===== config.mk =====
export PLATFORM = sky130hd
export DESIGN_NAME = row_softmax_unit
export DESIGN_NICKNAME = d
export VERILOG_FILES = /design/src/rtl/rsm_pkg.sv /design/src/rtl/rsm_ram.sv /design/src/rtl/rsm_div.sv /design/src/rtl/rsm_datapath.sv /design/src/rtl/rsm_ctrl.sv /design/src/rtl/row_softmax_unit.sv
export SDC_FILE = /design/constraint.sdc
export NUM_CORES = 2
export LEC_CHECK = 0
export BUFFER_PORTS_ARGS = -buffer_cell sky130_fd_sc_hd__buf_2
export CORE_ASPECT_RATIO = 0.5
export CORE_MARGIN = 2
export CORE_UTILIZATION = 50
export CTS_CLUSTER_DIAMETER = 40
export DETAILED_ROUTE_END_ITERATION = 6
export GPL_ROUTABILITY_DRIVEN = 0
export PLACE_DENSITY = 0.65
export SYNTH_ARGS = -nofsm -noshare
export SYNTH_HDL_FRONTEND = slang
export SYNTH_HIERARCHICAL = 1
export SYNTH_SLANG_ARGS = --single-unit

===== constraint.sdc =====
create_clock -name clk -period 41 [get_ports clk]
set_input_delay 8.2 -clock clk [delete_from_list [all_inputs] [get_ports clk]]
set_output_delay 8.2 -clock clk [all_outputs]
set_load 0.05 [all_outputs]

===== src/rtl/rsm_pkg.sv =====
// ----------------------------------------------------------------------------
// rsm_pkg: shared types and constants for the row softmax unit
// Controller state, command/status structs and the exp2 table.
// ----------------------------------------------------------------------------
package rsm_pkg;

  typedef enum logic [2:0] {
    ST_LOAD,
    ST_EXP_RD,
    ST_EXP_MUL,
    ST_EXP_WR,
    ST_DIV_RD,
    ST_DIV_GO,
    ST_DIV_RUN,
    ST_EMIT
  } state_t;

  typedef struct packed {
    logic load;       // store incoming word, update peak
    logic clr_row;    // clear peak, fill and total
    logic exp_wr;     // write exponent back, accumulate
    logic div_start;  // latch dividend, start divider
    logic idx_clr;    // reset sweep index
    logic idx_inc;    // advance sweep index
  } cmd_t;

  typedef struct packed {
    logic row_done;   // current word ends the row
    logic idx_last;   // sweep index at last entry
    logic div_done;
  } stat_t;

  localparam int unsigned SCORE_W = 16;
  localparam int unsigned STORE_W = 17;
  localparam int unsigned TOTAL_W = 24;
  localparam logic [16:0] LOG2E_Q16 = 17'd94548;

  function automatic logic [16:0] exp2_tab(input logic [4:0] i);
    case (i)
      5'd0:  exp2_tab = 17'd65536;
      5'd1:  exp2_tab = 17'd62757;
      5'd2:  exp2_tab = 17'd60097;
      5'd3:  exp2_tab = 17'd57549;
      5'd4:  exp2_tab = 17'd55109;
      5'd5:  exp2_tab = 17'd52773;
      5'd6:  exp2_tab = 17'd50536;
      5'd7:  exp2_tab = 17'd48393;
      5'd8:  exp2_tab = 17'd46341;
      5'd9:  exp2_tab = 17'd44376;
      5'd10: exp2_tab = 17'd42495;
      5'd11: exp2_tab = 17'd40693;
      5'd12: exp2_tab = 17'd38968;
      5'd13: exp2_tab = 17'd37316;
      5'd14: exp2_tab = 17'd35734;
      5'd15: exp2_tab = 17'd34219;
      5'd16: exp2_tab = 17'd32768;
      default: exp2_tab = 17'd0;
    endcase
  endfunction

endpackage


===== src/rtl/rsm_ram.sv =====
// ----------------------------------------------------------------------------
// rsm_ram: generic single-port RAM
// One write or read per cycle, registered read data.
// ----------------------------------------------------------------------------
module rsm_ram #(
  parameter int unsigned WIDTH = 17,
  parameter int unsigned DEPTH = 64
) (
  input  logic                     clk,
  input  logic                     we,
  input  logic [$clog2(DEPTH)-1:0] addr,
  input  logic [WIDTH-1:0]         wdata,
  output logic [WIDTH-1:0]         rdata
);
  logic [WIDTH-1:0] mem [DEPTH];

  always_ff @(posedge clk) begin
    if (we) begin
      mem[addr] <= wdata;
    end
    rdata <= mem[addr];
  end
endmodule


===== src/rtl/rsm_div.sv =====
// ----------------------------------------------------------------------------
// rsm_div: restoring divider, one quotient bit per cycle
// Computes round((e << 16) / total), saturated to 16 bits.
// ----------------------------------------------------------------------------
module rsm_div (
  input  logic        clk,
  input  logic        rst_n,
  input  logic        start,
  input  logic [16:0] dividend,   // exponent, Q1.16
  input  logic [23:0] divisor,
  output logic        done,
  output logic [15:0] quot
);
  // numerator = (e << 16) + (total >> 1), 34 bits
  localparam int unsigned NUM_W = 34;

  logic [NUM_W-1:0] num_r, num_nxt;
  logic [24:0]      rem_r, rem_nxt;
  logic [23:0]      den_r;
  logic [5:0]       cnt_r, cnt_nxt;
  logic             busy_r, busy_nxt;
  logic [24:0]      trial;
  logic [24:0]      diff;

  always_comb begin
    num_nxt  = num_r;
    rem_nxt  = rem_r;
    cnt_nxt  = cnt_r;
    busy_nxt = busy_r;
    trial    = {rem_r[23:0], num_r[NUM_W-1]};
    diff     = trial - {1'b0, den_r};
    if (start) begin
      num_nxt  = {1'b0, dividend, 16'd0} + {11'd0, divisor[23:1]};
      rem_nxt  = '0;
      cnt_nxt  = 6'(NUM_W);
      busy_nxt = 1'b1;
    end else if (busy_r) begin
      if (!diff[24]) begin
        rem_nxt = diff;
        num_nxt = {num_r[NUM_W-2:0], 1'b1};
      end else begin
        rem_nxt = trial;
        num_nxt = {num_r[NUM_W-2:0], 1'b0};
      end
      cnt_nxt = cnt_r - 6'd1;
      if (cnt_r == 6'd1) begin
        busy_nxt = 1'b0;
      end
    end
  end

  always_ff @(posedge clk) begin
    if (!rst_n) begin
      busy_r <= 1'b0;
      cnt_r  <= '0;
    end else begin
      busy_r <= busy_nxt;
      cnt_r  <= cnt_nxt;
    end
    num_r <= num_nxt;
    rem_r <= rem_nxt;
    if (start) begin
      den_r <= divisor;
    end
  end

  assign done = busy_r && (cnt_r == 6'd1);
  // quotient lives in num_r after the last shift; saturate above 16 bits
  assign quot = (|num_nxt[NUM_W-1:16]) ? 16'hFFFF : num_nxt[15:0];
endmodule


===== src/rtl/rsm_datapath.sv =====
// ----------------------------------------------------------------------------
// rsm_datapath: row store, peak tracking, exponent unit, sum and divider
// Driven by rsm_ctrl commands; reports row end and sweep position.
// ----------------------------------------------------------------------------
module rsm_datapath #(
  parameter int unsigned ROW_MAX = 64
) (
  input  logic                clk,
  input  logic                rst_n,
  input  rsm_pkg::cmd_t       cmd,
  output rsm_pkg::stat_t      stat,
  input  logic signed [15:0]  in_score,
  input  logic                in_row_end,
  output logic [15:0]         quot
);
  import rsm_pkg::*;

  localparam int unsigned AW = (ROW_MAX > 1) ? $clog2(ROW_MAX) : 1;
  localparam int unsigned FW = $clog2(ROW_MAX + 1);

  logic signed [15:0] peak_r, peak_nxt;
  logic [FW-1:0]      fill_r, fill_nxt;
  logic [FW-1:0]      idx_r, idx_nxt;
  logic [TOTAL_W-1:0] total_r, total_nxt;
  logic               ram_we;
  logic [AW-1:0]      ram_addr;
  logic [STORE_W-1:0] ram_wdata, ram_rdata;

  // exponent pipeline: ram_rdata -> n -> product register -> e
  logic [15:0]        n_val;
  logic [32:0]        prod_r;
  logic [16:0]        e_val;
  logic [3:0]         ti;
  logic [11:0]        tr;
  logic [16:0]        ta, tb;
  logic [29:0]        tmul;
  logic [16:0]        tv;
  logic [6:0]         tk;
  logic               div_done;

  always_comb begin
    peak_nxt  = peak_r;
    fill_nxt  = fill_r;
    total_nxt = total_r;
    idx_nxt   = idx_r;
    if (cmd.load) begin
      if (in_score > peak_r) peak_nxt = in_score;
      fill_nxt = fill_r + FW'(1);
    end
    if (cmd.exp_wr) total_nxt = total_r + TOTAL_W'(e_val);
    if (cmd.clr_row) begin
      peak_nxt  = 16'sh8000;
      fill_nxt  = '0;
      total_nxt = '0;
    end
    if (cmd.idx_clr) idx_nxt = '0;
    else if (cmd.idx_inc) idx_nxt = idx_r + FW'(1);
  end

  always_ff @(posedge clk) begin
    if (!rst_n) begin
      peak_r  <= 16'sh8000;
      fill_r  <= '0;
      total_r <= '0;
      idx_r   <= '0;
    end else begin
      peak_r  <= peak_nxt;
      fill_r  <= fill_nxt;
      total_r <= total_nxt;
      idx_r   <= idx_nxt;
    end
    prod_r <= 33'(n_val) * 33'(LOG2E_Q16);
  end

  assign n_val = 16'(peak_r - signed'(ram_rdata[15:0]));

  always_comb begin
    tk   = 7'(prod_r[32:26]);
    ti   = prod_r[25:22];
    tr   = prod_r[21:10];
    ta   = exp2_tab({1'b0, ti});
    tb   = exp2_tab({1'b0, ti} + 5'd1);
    tmul = 30'(ta - tb) * 30'(tr) + 30'd2048;
    tv   = ta - 17'(tmul[29:12]);
    e_val = (tk > 7'd16) ? 17'd0 : (tv >> tk[4:0]);
  end

  assign ram_we    = cmd.load | cmd.exp_wr;
  assign ram_addr  = cmd.load ? AW'(fill_r) : AW'(idx_r);
  assign ram_wdata = cmd.load ? {1'b0, in_score} : e_val;

  rsm_ram #(.WIDTH(STORE_W), .DEPTH(1 << AW)) u_ram (
    .clk   (clk),
    .we    (ram_we),
    .addr  (ram_addr),
    .wdata (ram_wdata),
    .rdata (ram_rdata)
  );

  rsm_div u_div (
    .clk      (clk),
    .rst_n    (rst_n),
    .start    (cmd.div_start),
    .dividend (ram_rdata),
    .divisor  (total_r),
    .done     (div_done),
    .quot     (quot)
  );

  assign stat.row_done = in_row_end || (fill_r == FW'(ROW_MAX - 1));
  assign stat.idx_last = (idx_r + FW'(1) == fill_r);
  assign stat.div_done = div_done;
endmodule


===== src/rtl/rsm_ctrl.sv =====
// ----------------------------------------------------------------------------
// rsm_ctrl: sequencer for the load, exponent and divide passes
// Issues datapath commands and drives the channel handshakes.
// ----------------------------------------------------------------------------
module rsm_ctrl (
  input  logic           clk,
  input  logic           rst_n,
  input  logic           in_valid,
  output logic           in_stall,
  input  logic           out_stall,
  output logic           out_valid,
  output logic           out_last,
  input  rsm_pkg::stat_t stat,
  output rsm_pkg::cmd_t  cmd,
  output logic           quot_ld
);
  import rsm_pkg::*;

  state_t state_r, state_nxt;
  logic   last_r, last_nxt;
  logic   in_acc;

  assign in_acc = in_valid && (state_r == ST_LOAD);

  always_comb begin
    state_nxt = state_r;
    last_nxt  = last_r;
    case (state_r)
      ST_LOAD:    if (in_acc && stat.row_done) state_nxt = ST_EXP_RD;
      ST_EXP_RD:  state_nxt = ST_EXP_MUL;     // ram read
      ST_EXP_MUL: state_nxt = ST_EXP_WR;      // multiply register
      ST_EXP_WR:  state_nxt = stat.idx_last ? ST_DIV_RD : ST_EXP_RD;
      ST_DIV_RD:  state_nxt = ST_DIV_GO;
      ST_DIV_GO:  state_nxt = ST_DIV_RUN;
      ST_DIV_RUN: if (stat.div_done) begin
        state_nxt = ST_EMIT;
        last_nxt  = stat.idx_last;
      end
      ST_EMIT:    if (!out_stall) begin
        state_nxt = last_r ? ST_LOAD : ST_DIV_RD;
      end
      default:    state_nxt = ST_LOAD;
    endcase
  end

  always_comb begin
    cmd       = '0;
    in_stall  = 1'b1;
    out_valid = 1'b0;
    quot_ld   = 1'b0;
    case (state_r)
      ST_LOAD: begin
        in_stall = 1'b0;
        cmd.load = in_acc;
        cmd.idx_clr = 1'b1;
      end
      ST_EXP_RD: ;
      ST_EXP_MUL: ;
      ST_EXP_WR: begin
        cmd.exp_wr  = 1'b1;
        cmd.idx_inc = !stat.idx_last;
        cmd.idx_clr = stat.idx_last;
      end
      ST_DIV_RD: ;
      ST_DIV_GO: cmd.div_start = 1'b1;
      ST_DIV_RUN: quot_ld = stat.div_done;
      ST_EMIT: begin
        out_valid = 1'b1;
        if (!out_stall) begin
          cmd.idx_inc = !last_r;
          cmd.clr_row = last_r;
        end
      end
      default: ;
    endcase
  end

  // ram read address must lead the data: DIV_RD reads idx, DIV_GO latches data
  always_ff @(posedge clk) begin
    if (!rst_n) begin
      state_r <= ST_LOAD;
      last_r  <= 1'b0;
    end else begin
      state_r <= state_nxt;
      last_r  <= last_nxt;
    end
  end

  assign out_last = last_r;
endmodule


===== src/rtl/row_softmax_unit.sv =====
// ----------------------------------------------------------------------------
// row_softmax_unit: softmax over one row of Q5.10 scores
// Top level joining the controller and the datapath.
// ----------------------------------------------------------------------------
// Scores load one word per cycle into a single-port row RAM while the row
// peak is tracked. Once the row ends (in_row_end or ROW_MAX words) input
// stalls; an exponent pass reads, multiplies and writes back each entry,
// then each probability is read and latched, divided into 34 quotient bits
// by a bit-serial divider, and offered until the output is not stalled.
// Input is accepted again after the last word leaves.
module row_softmax_unit #(
  parameter int unsigned ROW_MAX = 64
) (
  input  logic               clk,
  input  logic               rst_n,
  input  logic               in_valid,
  output logic               in_stall,
  input  logic signed [15:0] in_score,
  input  logic               in_row_end,
  output logic               out_valid,
  input  logic               out_stall,
  output logic [15:0]        out_probability,
  output logic               out_last_out
);
  import rsm_pkg::*;

  cmd_t        cmd;
  stat_t       stat;
  logic        quot_ld;
  logic [15:0] quot;
  logic [15:0] prob_r;

  rsm_ctrl u_ctrl (
    .clk       (clk),
    .rst_n     (rst_n),
    .in_valid  (in_valid),
    .in_stall  (in_stall),
    .out_stall (out_stall),
    .out_valid (out_valid),
    .out_last  (out_last_out),
    .stat      (stat),
    .cmd       (cmd),
    .quot_ld   (quot_ld)
  );

  rsm_datapath #(.ROW_MAX(ROW_MAX)) u_dp (
    .clk        (clk),
    .rst_n      (rst_n),
    .cmd        (cmd),
    .stat       (stat),
    .in_score   (in_score),
    .in_row_end (in_row_end),
    .quot       (quot)
  );

  always_ff @(posedge clk) begin
    if (quot_ld) begin
      prob_r <= quot;
    end
  end

  assign out_probability = prob_r;
endmodule


# Word level (Yosys, flattened, before mapping)
# Memory sizes are Yosys's and may differ from the RTL's. A register that Yosys moved wholly into a read port is not among the register bits.
# Cells that the tools add are included.
dict set report classes {
  bitwise_logic 2
  reduce_logical 15
  order_cmp 2
  n_addsub 11
  muxes 31
  shift 1
  mul 2
  eq_ne 13
}
# operator n
set ops {}
lappend ops {{$mux W34} 2}
lappend ops {{$add A33 B23 Y34} 1}
lappend ops {{$mux W17} 2}
lappend ops {{$mul A16 B15 Y31 const B} 1}
lappend ops {{$mul A30 B12 Y29} 1}
lappend ops {{$add A29 B12 Y29 const B} 1}
lappend ops {{$sub A25 B24 Y25} 1}
lappend ops {{$add A24 B17 Y24} 1}
lappend ops {{$mux W24} 1}
lappend ops {{$pmux W3 S8} 1}
lappend ops {{$mux W6} 3}
lappend ops {{$reduce_or A18 Y1} 1}
lappend ops {{$sub A17 B17 Y18} 1}
lappend ops {{$shr A17 B5 Y17} 1}
lappend ops {{$sub A17 B17 Y17} 1}
lappend ops {{$gt A16 B16 Y1} 1}
lappend ops {{$sub A16 B16 Y16} 1}
lappend ops {{$mux W1} 15}
lappend ops {{$mux W3} 5}
lappend ops {{$add A7 B1 Y7 const B} 2}
lappend ops {{$eq A3 B3 Y1 const B} 4}
lappend ops {{$eq A7 B6 Y1 const B} 1}
lappend ops {{$eq A7 B7 Y1} 1}
lappend ops {{$gt A7 B5 Y1 const B} 1}
lappend ops {{18 further kinds} 27}
dict set report totals {
  output_inout_bits 19
  n_memories 3
  word_cells 94
  romBits 816
  ff_bits 194
  input_bits 21
  ram_bits 1088
}
# memory depth word_bits read_ports rd_ports_with_merged_regs write_ports line
set mem_list {}
lappend mem_list {u_dp.u_ram.mem 64 17 1 1 1 rsm_ram.sv:15} ;# logic [WIDTH-1:0] mem [DEPTH];
lappend mem_list {{(name not given)} 32 17 1 0 0 rsm_pkg.sv:39} ;# case (i)
lappend mem_list {{(name not given)} 16 17 1 1 0 rsm_pkg.sv:39}

# Longest topological paths before layout
# An unclocked memory read counts as a cell.
dict set report logic_depth {
  word_depth 9
  depth_mapped 67
}

# Modules after synthesis
# Netlist, hierarchy kept.
# module instances cells_per_inst area_each_um2
set by_module_without_submodules {}
lappend by_module_without_submodules {rsm_ram 1 2385 42345.6}
lappend by_module_without_submodules {rsm_datapath 1 2287 20059.2}
lappend by_module_without_submodules {rsm_div 1 639 5581.6}
lappend by_module_without_submodules {row_softmax_unit 1 16 480.5}
lappend by_module_without_submodules {rsm_ctrl 1 48 410.4}

# Worst setup path after synthesis
# No wires, ideal clock.
dict set report synth_path {
  path_kind {register -> register}
  startpoint {register u_dp.prod_r[22]}
  endpoint {memory u_dp.u_ram.mem[0][15], data pin}
  arrival_ps 13725
  setup_ps 719
  n_path_buf 3
  path_slack_ps 26556
  path_stages_with_launch 51
  required_time_ps 40281
  path_cell_list {dfxtp_1 ha_1 ha_1 clkbuf_1 buf_1 o21ai_0 o31ai_1 a22oi_1 ha_1 fa_1 nor2b_1 o21ai_0 a21boi_0 o21ai_0 a21boi_0 o21ai_0 a21o_1 a211oi_1 (+15 left out) o21a_1 and2_1 nor2_1 a21oi_1 nor2b_1 o21a_1 or2_2 ha_1 and3_1 nor3b_1 or2_1 a221o_1 a31oi_1 xnor2_2 xnor2_4 a21oi_2 or2_1 o31ai_1}
}
dict set report synth_via {
  elab_chain_cells 9
}
# element line
set synth_rtl {}
lappend synth_rtl {{from (decl)} rsm_datapath.sv:31} ;# logic [32:0] prod_r;
lappend synth_rtl {{from (signal assigned)} rsm_datapath.sv:72} ;# prod_r <= 33'(n_val) * 33'(LOG2E_Q16);
lappend synth_rtl {{$add A4 B1 Y5} rsm_datapath.sv:82} ;# tb = exp2_tab({1'b0, ti} + 5'd1);
lappend synth_rtl {{$mem_v2 Z32 W17} --}
lappend synth_rtl {{$sub A17 B17 Y18} rsm_datapath.sv:83} ;# tmul = 30'(ta - tb) * 30'(tr) + 30'd2048;
lappend synth_rtl {{$mul A30 B12 Y29} rsm_datapath.sv:83}
lappend synth_rtl {{$add A29 B12 Y29} rsm_datapath.sv:83}
lappend synth_rtl {{$sub A17 B17 Y17} rsm_datapath.sv:84} ;# tv = ta - 17'(tmul[29:12]);
lappend synth_rtl {{$shr A17 B5 Y17} rsm_datapath.sv:85} ;# e_val = (tk > 7'd16) ? 17'd0 : (tv >> tk[4:0]);
lappend synth_rtl {{$mux W17} rsm_datapath.sv:85}
lappend synth_rtl {{$mux W17} rsm_datapath.sv:90} ;# assign ram_wdata = cmd.load ? {1'b0, in_score} : e_val;
lappend synth_rtl {{via u_dp.ram_wdata[15]} rsm_datapath.sv:27} ;# logic [STORE_W-1:0] ram_wdata, ram_rdata;
lappend synth_rtl {{to (decl)} rsm_ram.sv:15}
# The timed path passes the listed nets, and every way through them passes these cells.

# Final worst setup path
dict set report layout_path {
  startpoint {register u_dp.prod_r[22]}
  endpoint {register u_dp.total_r[16]}
}
dict set report layout_via {
  elab_chain_cells 9
}
# element line
set layout_rtl {}
lappend layout_rtl {{$add A4 B1 Y5} rsm_datapath.sv:82}
lappend layout_rtl {{$mem_v2 Z32 W17} --}
lappend layout_rtl {{$sub A17 B17 Y18} rsm_datapath.sv:83}
lappend layout_rtl {{$mul A30 B12 Y29} rsm_datapath.sv:83}
lappend layout_rtl {{$add A29 B12 Y29} rsm_datapath.sv:83}
lappend layout_rtl {{$sub A17 B17 Y17} rsm_datapath.sv:84}
lappend layout_rtl {{$shr A17 B5 Y17} rsm_datapath.sv:85}
lappend layout_rtl {{$mux W17} rsm_datapath.sv:85}
lappend layout_rtl {{$add A24 B17 Y24} rsm_datapath.sv:50} ;# if (cmd.exp_wr) total_nxt = total_r + TOTAL_W'(e_val);
lappend layout_rtl {{to (signal assigned)} rsm_datapath.sv:69} ;# total_r <= total_nxt;
lappend layout_rtl {{to (decl)} rsm_datapath.sv:24} ;# logic [TOTAL_W-1:0] total_r, total_nxt;
# Every way passes these cells.
# A chain may end at the register's enable or synchronous reset.

==> impl_metrics.json <==
{
  "fin_cells": 7299,
  "rows": 96,
  "reg2reg_depth": 60,
  "tightest_slew_ns": 1.22,
  "rsz0062_at_grt": "no",
  "yosysTopAreaCell": "edfxtp_1",
  "period_share_pct": 40.8,
  "place_area_um2": 71000,
  "synthToLayoutAreaGrowth_pct": 9.47,
  "grt_pass1_wl_um": 286000,
  "worstPathRequired_ns": 41.63,
  "track_usage_pct": 27.1,
  "dieArea_um2": 141000,
  "path_class": "flop to flop",
  "status": "finished with violations",
  "hold_start": "u_dp/u_div/rem_r[6]$_SDFFE_PP0P_",
  "first_pass_iters": 7,
  "drive_gt1_share_pct": 10.3,
  "r2r_setup_slack_ns": 24.26,
  "hold_end": "u_dp/u_div/rem_r[7]$_SDFFE_PP0P_",
  "violations": "DRC",
  "synth.top_cells.by_count": "edfxtp_1, inv_1, ha_1",
  "synth_top_area_share_pct": 49.2,
  "vias": 45600,
  "wirelength_um": 190000,
  "async_flop_share_pct": 0,
  "fmax_mhz": 59.8,
  "path_max_fanout": 26,
  "ys_ff_latch": 1308,
  "wl_per_cell_um": 26.1,
  "synth_area_um2": 68900,
  "htree_levels": 4,
  "hold_violations": 0,
  "worstPathArrival_ns": 17.36,
  "synth_area_per_cell_um2": 12.8,
  "antenna_found_initial": 13,
  "cts_made_buffers": 131,
  "cts-root-buf": "clkbuf_16",
  "timing.rr.start": "u_dp/prod_r[22]$_DFF_P_",
  "avgViaCountPerCell": 6.25,
  "synthTopCellsByArea": "edfxtp_1, fa_1, ha_1",
  "finalClockSkew_ns": 0.0809,
  "fin_crit_ns": 16.74,
  "clock_path_buffers": 3,
  "drc": 2,
  "r2r-end": "u_dp/total_r[16]$_SDFFE_PP0P_",
  "path_clk_slew_ns": 0.06,
  "cts_resized": 0,
  "cap_viol_max_count": 0,
  "finalNetCount": 6010,
  "synth-edff-count": 1128,
  "finalSetupViolCount": 0,
  "cts_tree": "built",
  "num_io_pins": 40,
  "port_buffers": 39,
  "grt.overflow.total": 0,
  "cts_hold_buffers": 0,
  "synthFlopType": "edfxtp_1",
  "dieHeight_um": 266,
  "synth_cells": 5375,
  "end_kind": "flop",
  "synth_cell_types": 107,
  "postRouteAntennaNets": 0,
  "die_w_um": 529,
  "slowest_delay_ns": 0.92,
  "dp_hpwl_um": 123000,
  "ys_seq_area_share_pct": 54.4,
  "final_area_um2": 75400,
  "slew_headroom_pct": 18.5,
  "grt_pass1_vias": 45500,
  "insertion_delay_ns": 0.81,
  "slowest_stage": "nor3_1",
  "yosysMostFrequentCell": "edfxtp_1",
  "cp-start-kind": "flop",
  "place_ws_ns": 24.55,
  "tns_ns": 0,
  "drtIter0Drc": 5626,
  "grt_max_degree": 95,
  "hold_depth": 2,
  "dp.cells": 7055,
  "yosysWarnings": 6,
  "setup_ws_ns": 24.26,
  "finalMaxSlewViolations": 0,
  "initial_core_util_pct": 50.3,
  "core_region_area_um2": 137000,
  "syn-num-nets": 6010,
  "clock_sinks": 1308,
  "min_path_type": "flop to flop",
  "cts_setup_buffers": 0
}
==> flip-flops by register name, summed over array words and instances, names as in the netlist, 17 cells and up <==
signal and flops:
u_dp/u_div/den_r 24, u_dp/u_ram/rdata 17, u_dp/prod_r 23, u_dp/u_div/rem_r 24, u_dp/ta 17, u_dp/u_ram/mem 1088
u_dp/u_div/num_r 34, u_dp/total_r 24
==> stage by stage <==
stage / hold slack, ns / utilization (%)
after floorplan: 0.436 / -
after global placement: 0.476 / 51.9
after global routing: 0.529 / 55.1
after detailed placement: 0.493 / 51.9
final: 0.498 / 55.1
after CTS: 0.500 / 55.1
==> layer usage <==
metal,global-route usage [%],routed length (µm),share of wire [%],up-vias
li1,-,-,-,20000
met1,36.4,76900,40,23000
met2,43.7,87700,46,2246
met3,5.97,19000,10,353
met4,9.29,6670,3.5,4
met5,0,27,0.014,-
==> how the worst max path moves through the flow <==
stage | from | end | slack, ns | cells past startpoint
after CTS | u_dp/prod_r[22]$_DFF_P_ | u_dp/total_r[16]$_SDFFE_PP0P_ | 24.46 | 60
after global placement | u_dp/prod_r[22]$_DFF_P_ | u_dp/total_r[16]$_SDFFE_PP0P_ | 24.86 | 60
final | u_dp/prod_r[22]$_DFF_P_ | u_dp/total_r[16]$_SDFFE_PP0P_ | 24.26 | 60
after detailed placement | u_dp/prod_r[22]$_DFF_P_ | u_dp/total_r[16]$_SDFFE_PP0P_ | 24.55 | 60
after global routing | u_dp/prod_r[23]$_DFF_P_ | u_dp/total_r[22]$_SDFFE_PP0P_ | 22.92 | 59
after floorplan | u_dp/prod_r[22]$_DFF_P_ | u_dp/u_ram/mem[0][15]$_DFFE_PP_ | 26.56 | 50
==> area by class of cell <==
cell class | instances | area, µm²
antenna | 4 | 10.0
clock buffer | 156 | 3400
clock inverter | 84 | 945
fill | 11200 | 61500
inverter | 411 | 1540
multi-input combinational | 3355 | 28600
sequential | 1308 | 37500
tap | 1813 | 2270
timing repair buffer | 168 | 1160
==> critical path, delay by kind of cell (launching register included) <==
| family | cells | cell delay, ns |
|---|---|---|
| adder cells (fa/ha/maj) | 12 | 5.31 |
| XOR/XNOR | 2 | 0.37 |
| flip-flops | 1 | 0.61 |
| AND/OR/NAND/NOR | 12 | 2.81 |
| AO/OA/AOI/OAI | 30 | 6.93 |
| buffers and inverters | 3 | 0.19 |
| multiplexers | 1 | 0.35 |
==> kinds of logic after synthesis <==
kind of cell | synth area share, %
adders and majority gates | 14.0
buffers and inverters | 4.44
DFF | 54.4
xor gates and xnor gates | 2.13
and+or+nand+nor | 7.99
AOI/OAI and AO/OA | 12.3
muxes | 4.74
==> layout by cell type (no fill, tap or decap), types with 20 or more instances in the layout <==
| cell | n |
|---|---|
| a31oi_1 | 20 |
| nand4_1 | 34 |
| a21o_1 | 34 |
| a21oi_1 | 177 |
| o22ai_1 | 72 |
| and3_1 | 28 |
| a221oi_1 | 144 |
| xor2_1 | 65 |
| mux4_2 | 43 |
| a211oi_1 | 54 |
| o211ai_1 | 38 |
| nand3_1 | 51 |
| clkbuf_16 | 132 |
| o21a_1 | 30 |
| nor2_1 | 329 |
| and2_1 | 119 |
| fa_1 | 264 |
| nand2_1 | 315 |
| nand2b_1 | 42 |
| nor2b_1 | 51 |
| a311oi_1 | 24 |
| mux2_2 | 52 |
| buf_2 | 39 |
| edfxtp_1 | 1128 |
| a22oi_1 | 182 |
| inv_1 | 405 |
| mux2i_1 | 157 |
| o21ai_0 | 181 |
| ha_1 | 350 |
| xnor2_1 | 94 |
| dfxtp_1 | 179 |
| buf_4 | 129 |
| clkbuf_1 | 23 |
| nor3_1 | 48 |
| clkinv_1 | 24 |
| or3_1 | 20 |
| o221ai_1 | 25 |
Power is left out: the tool's default activity adds up to more than one toggle a clock period on the data nets, which glitch-free logic cannot reach.
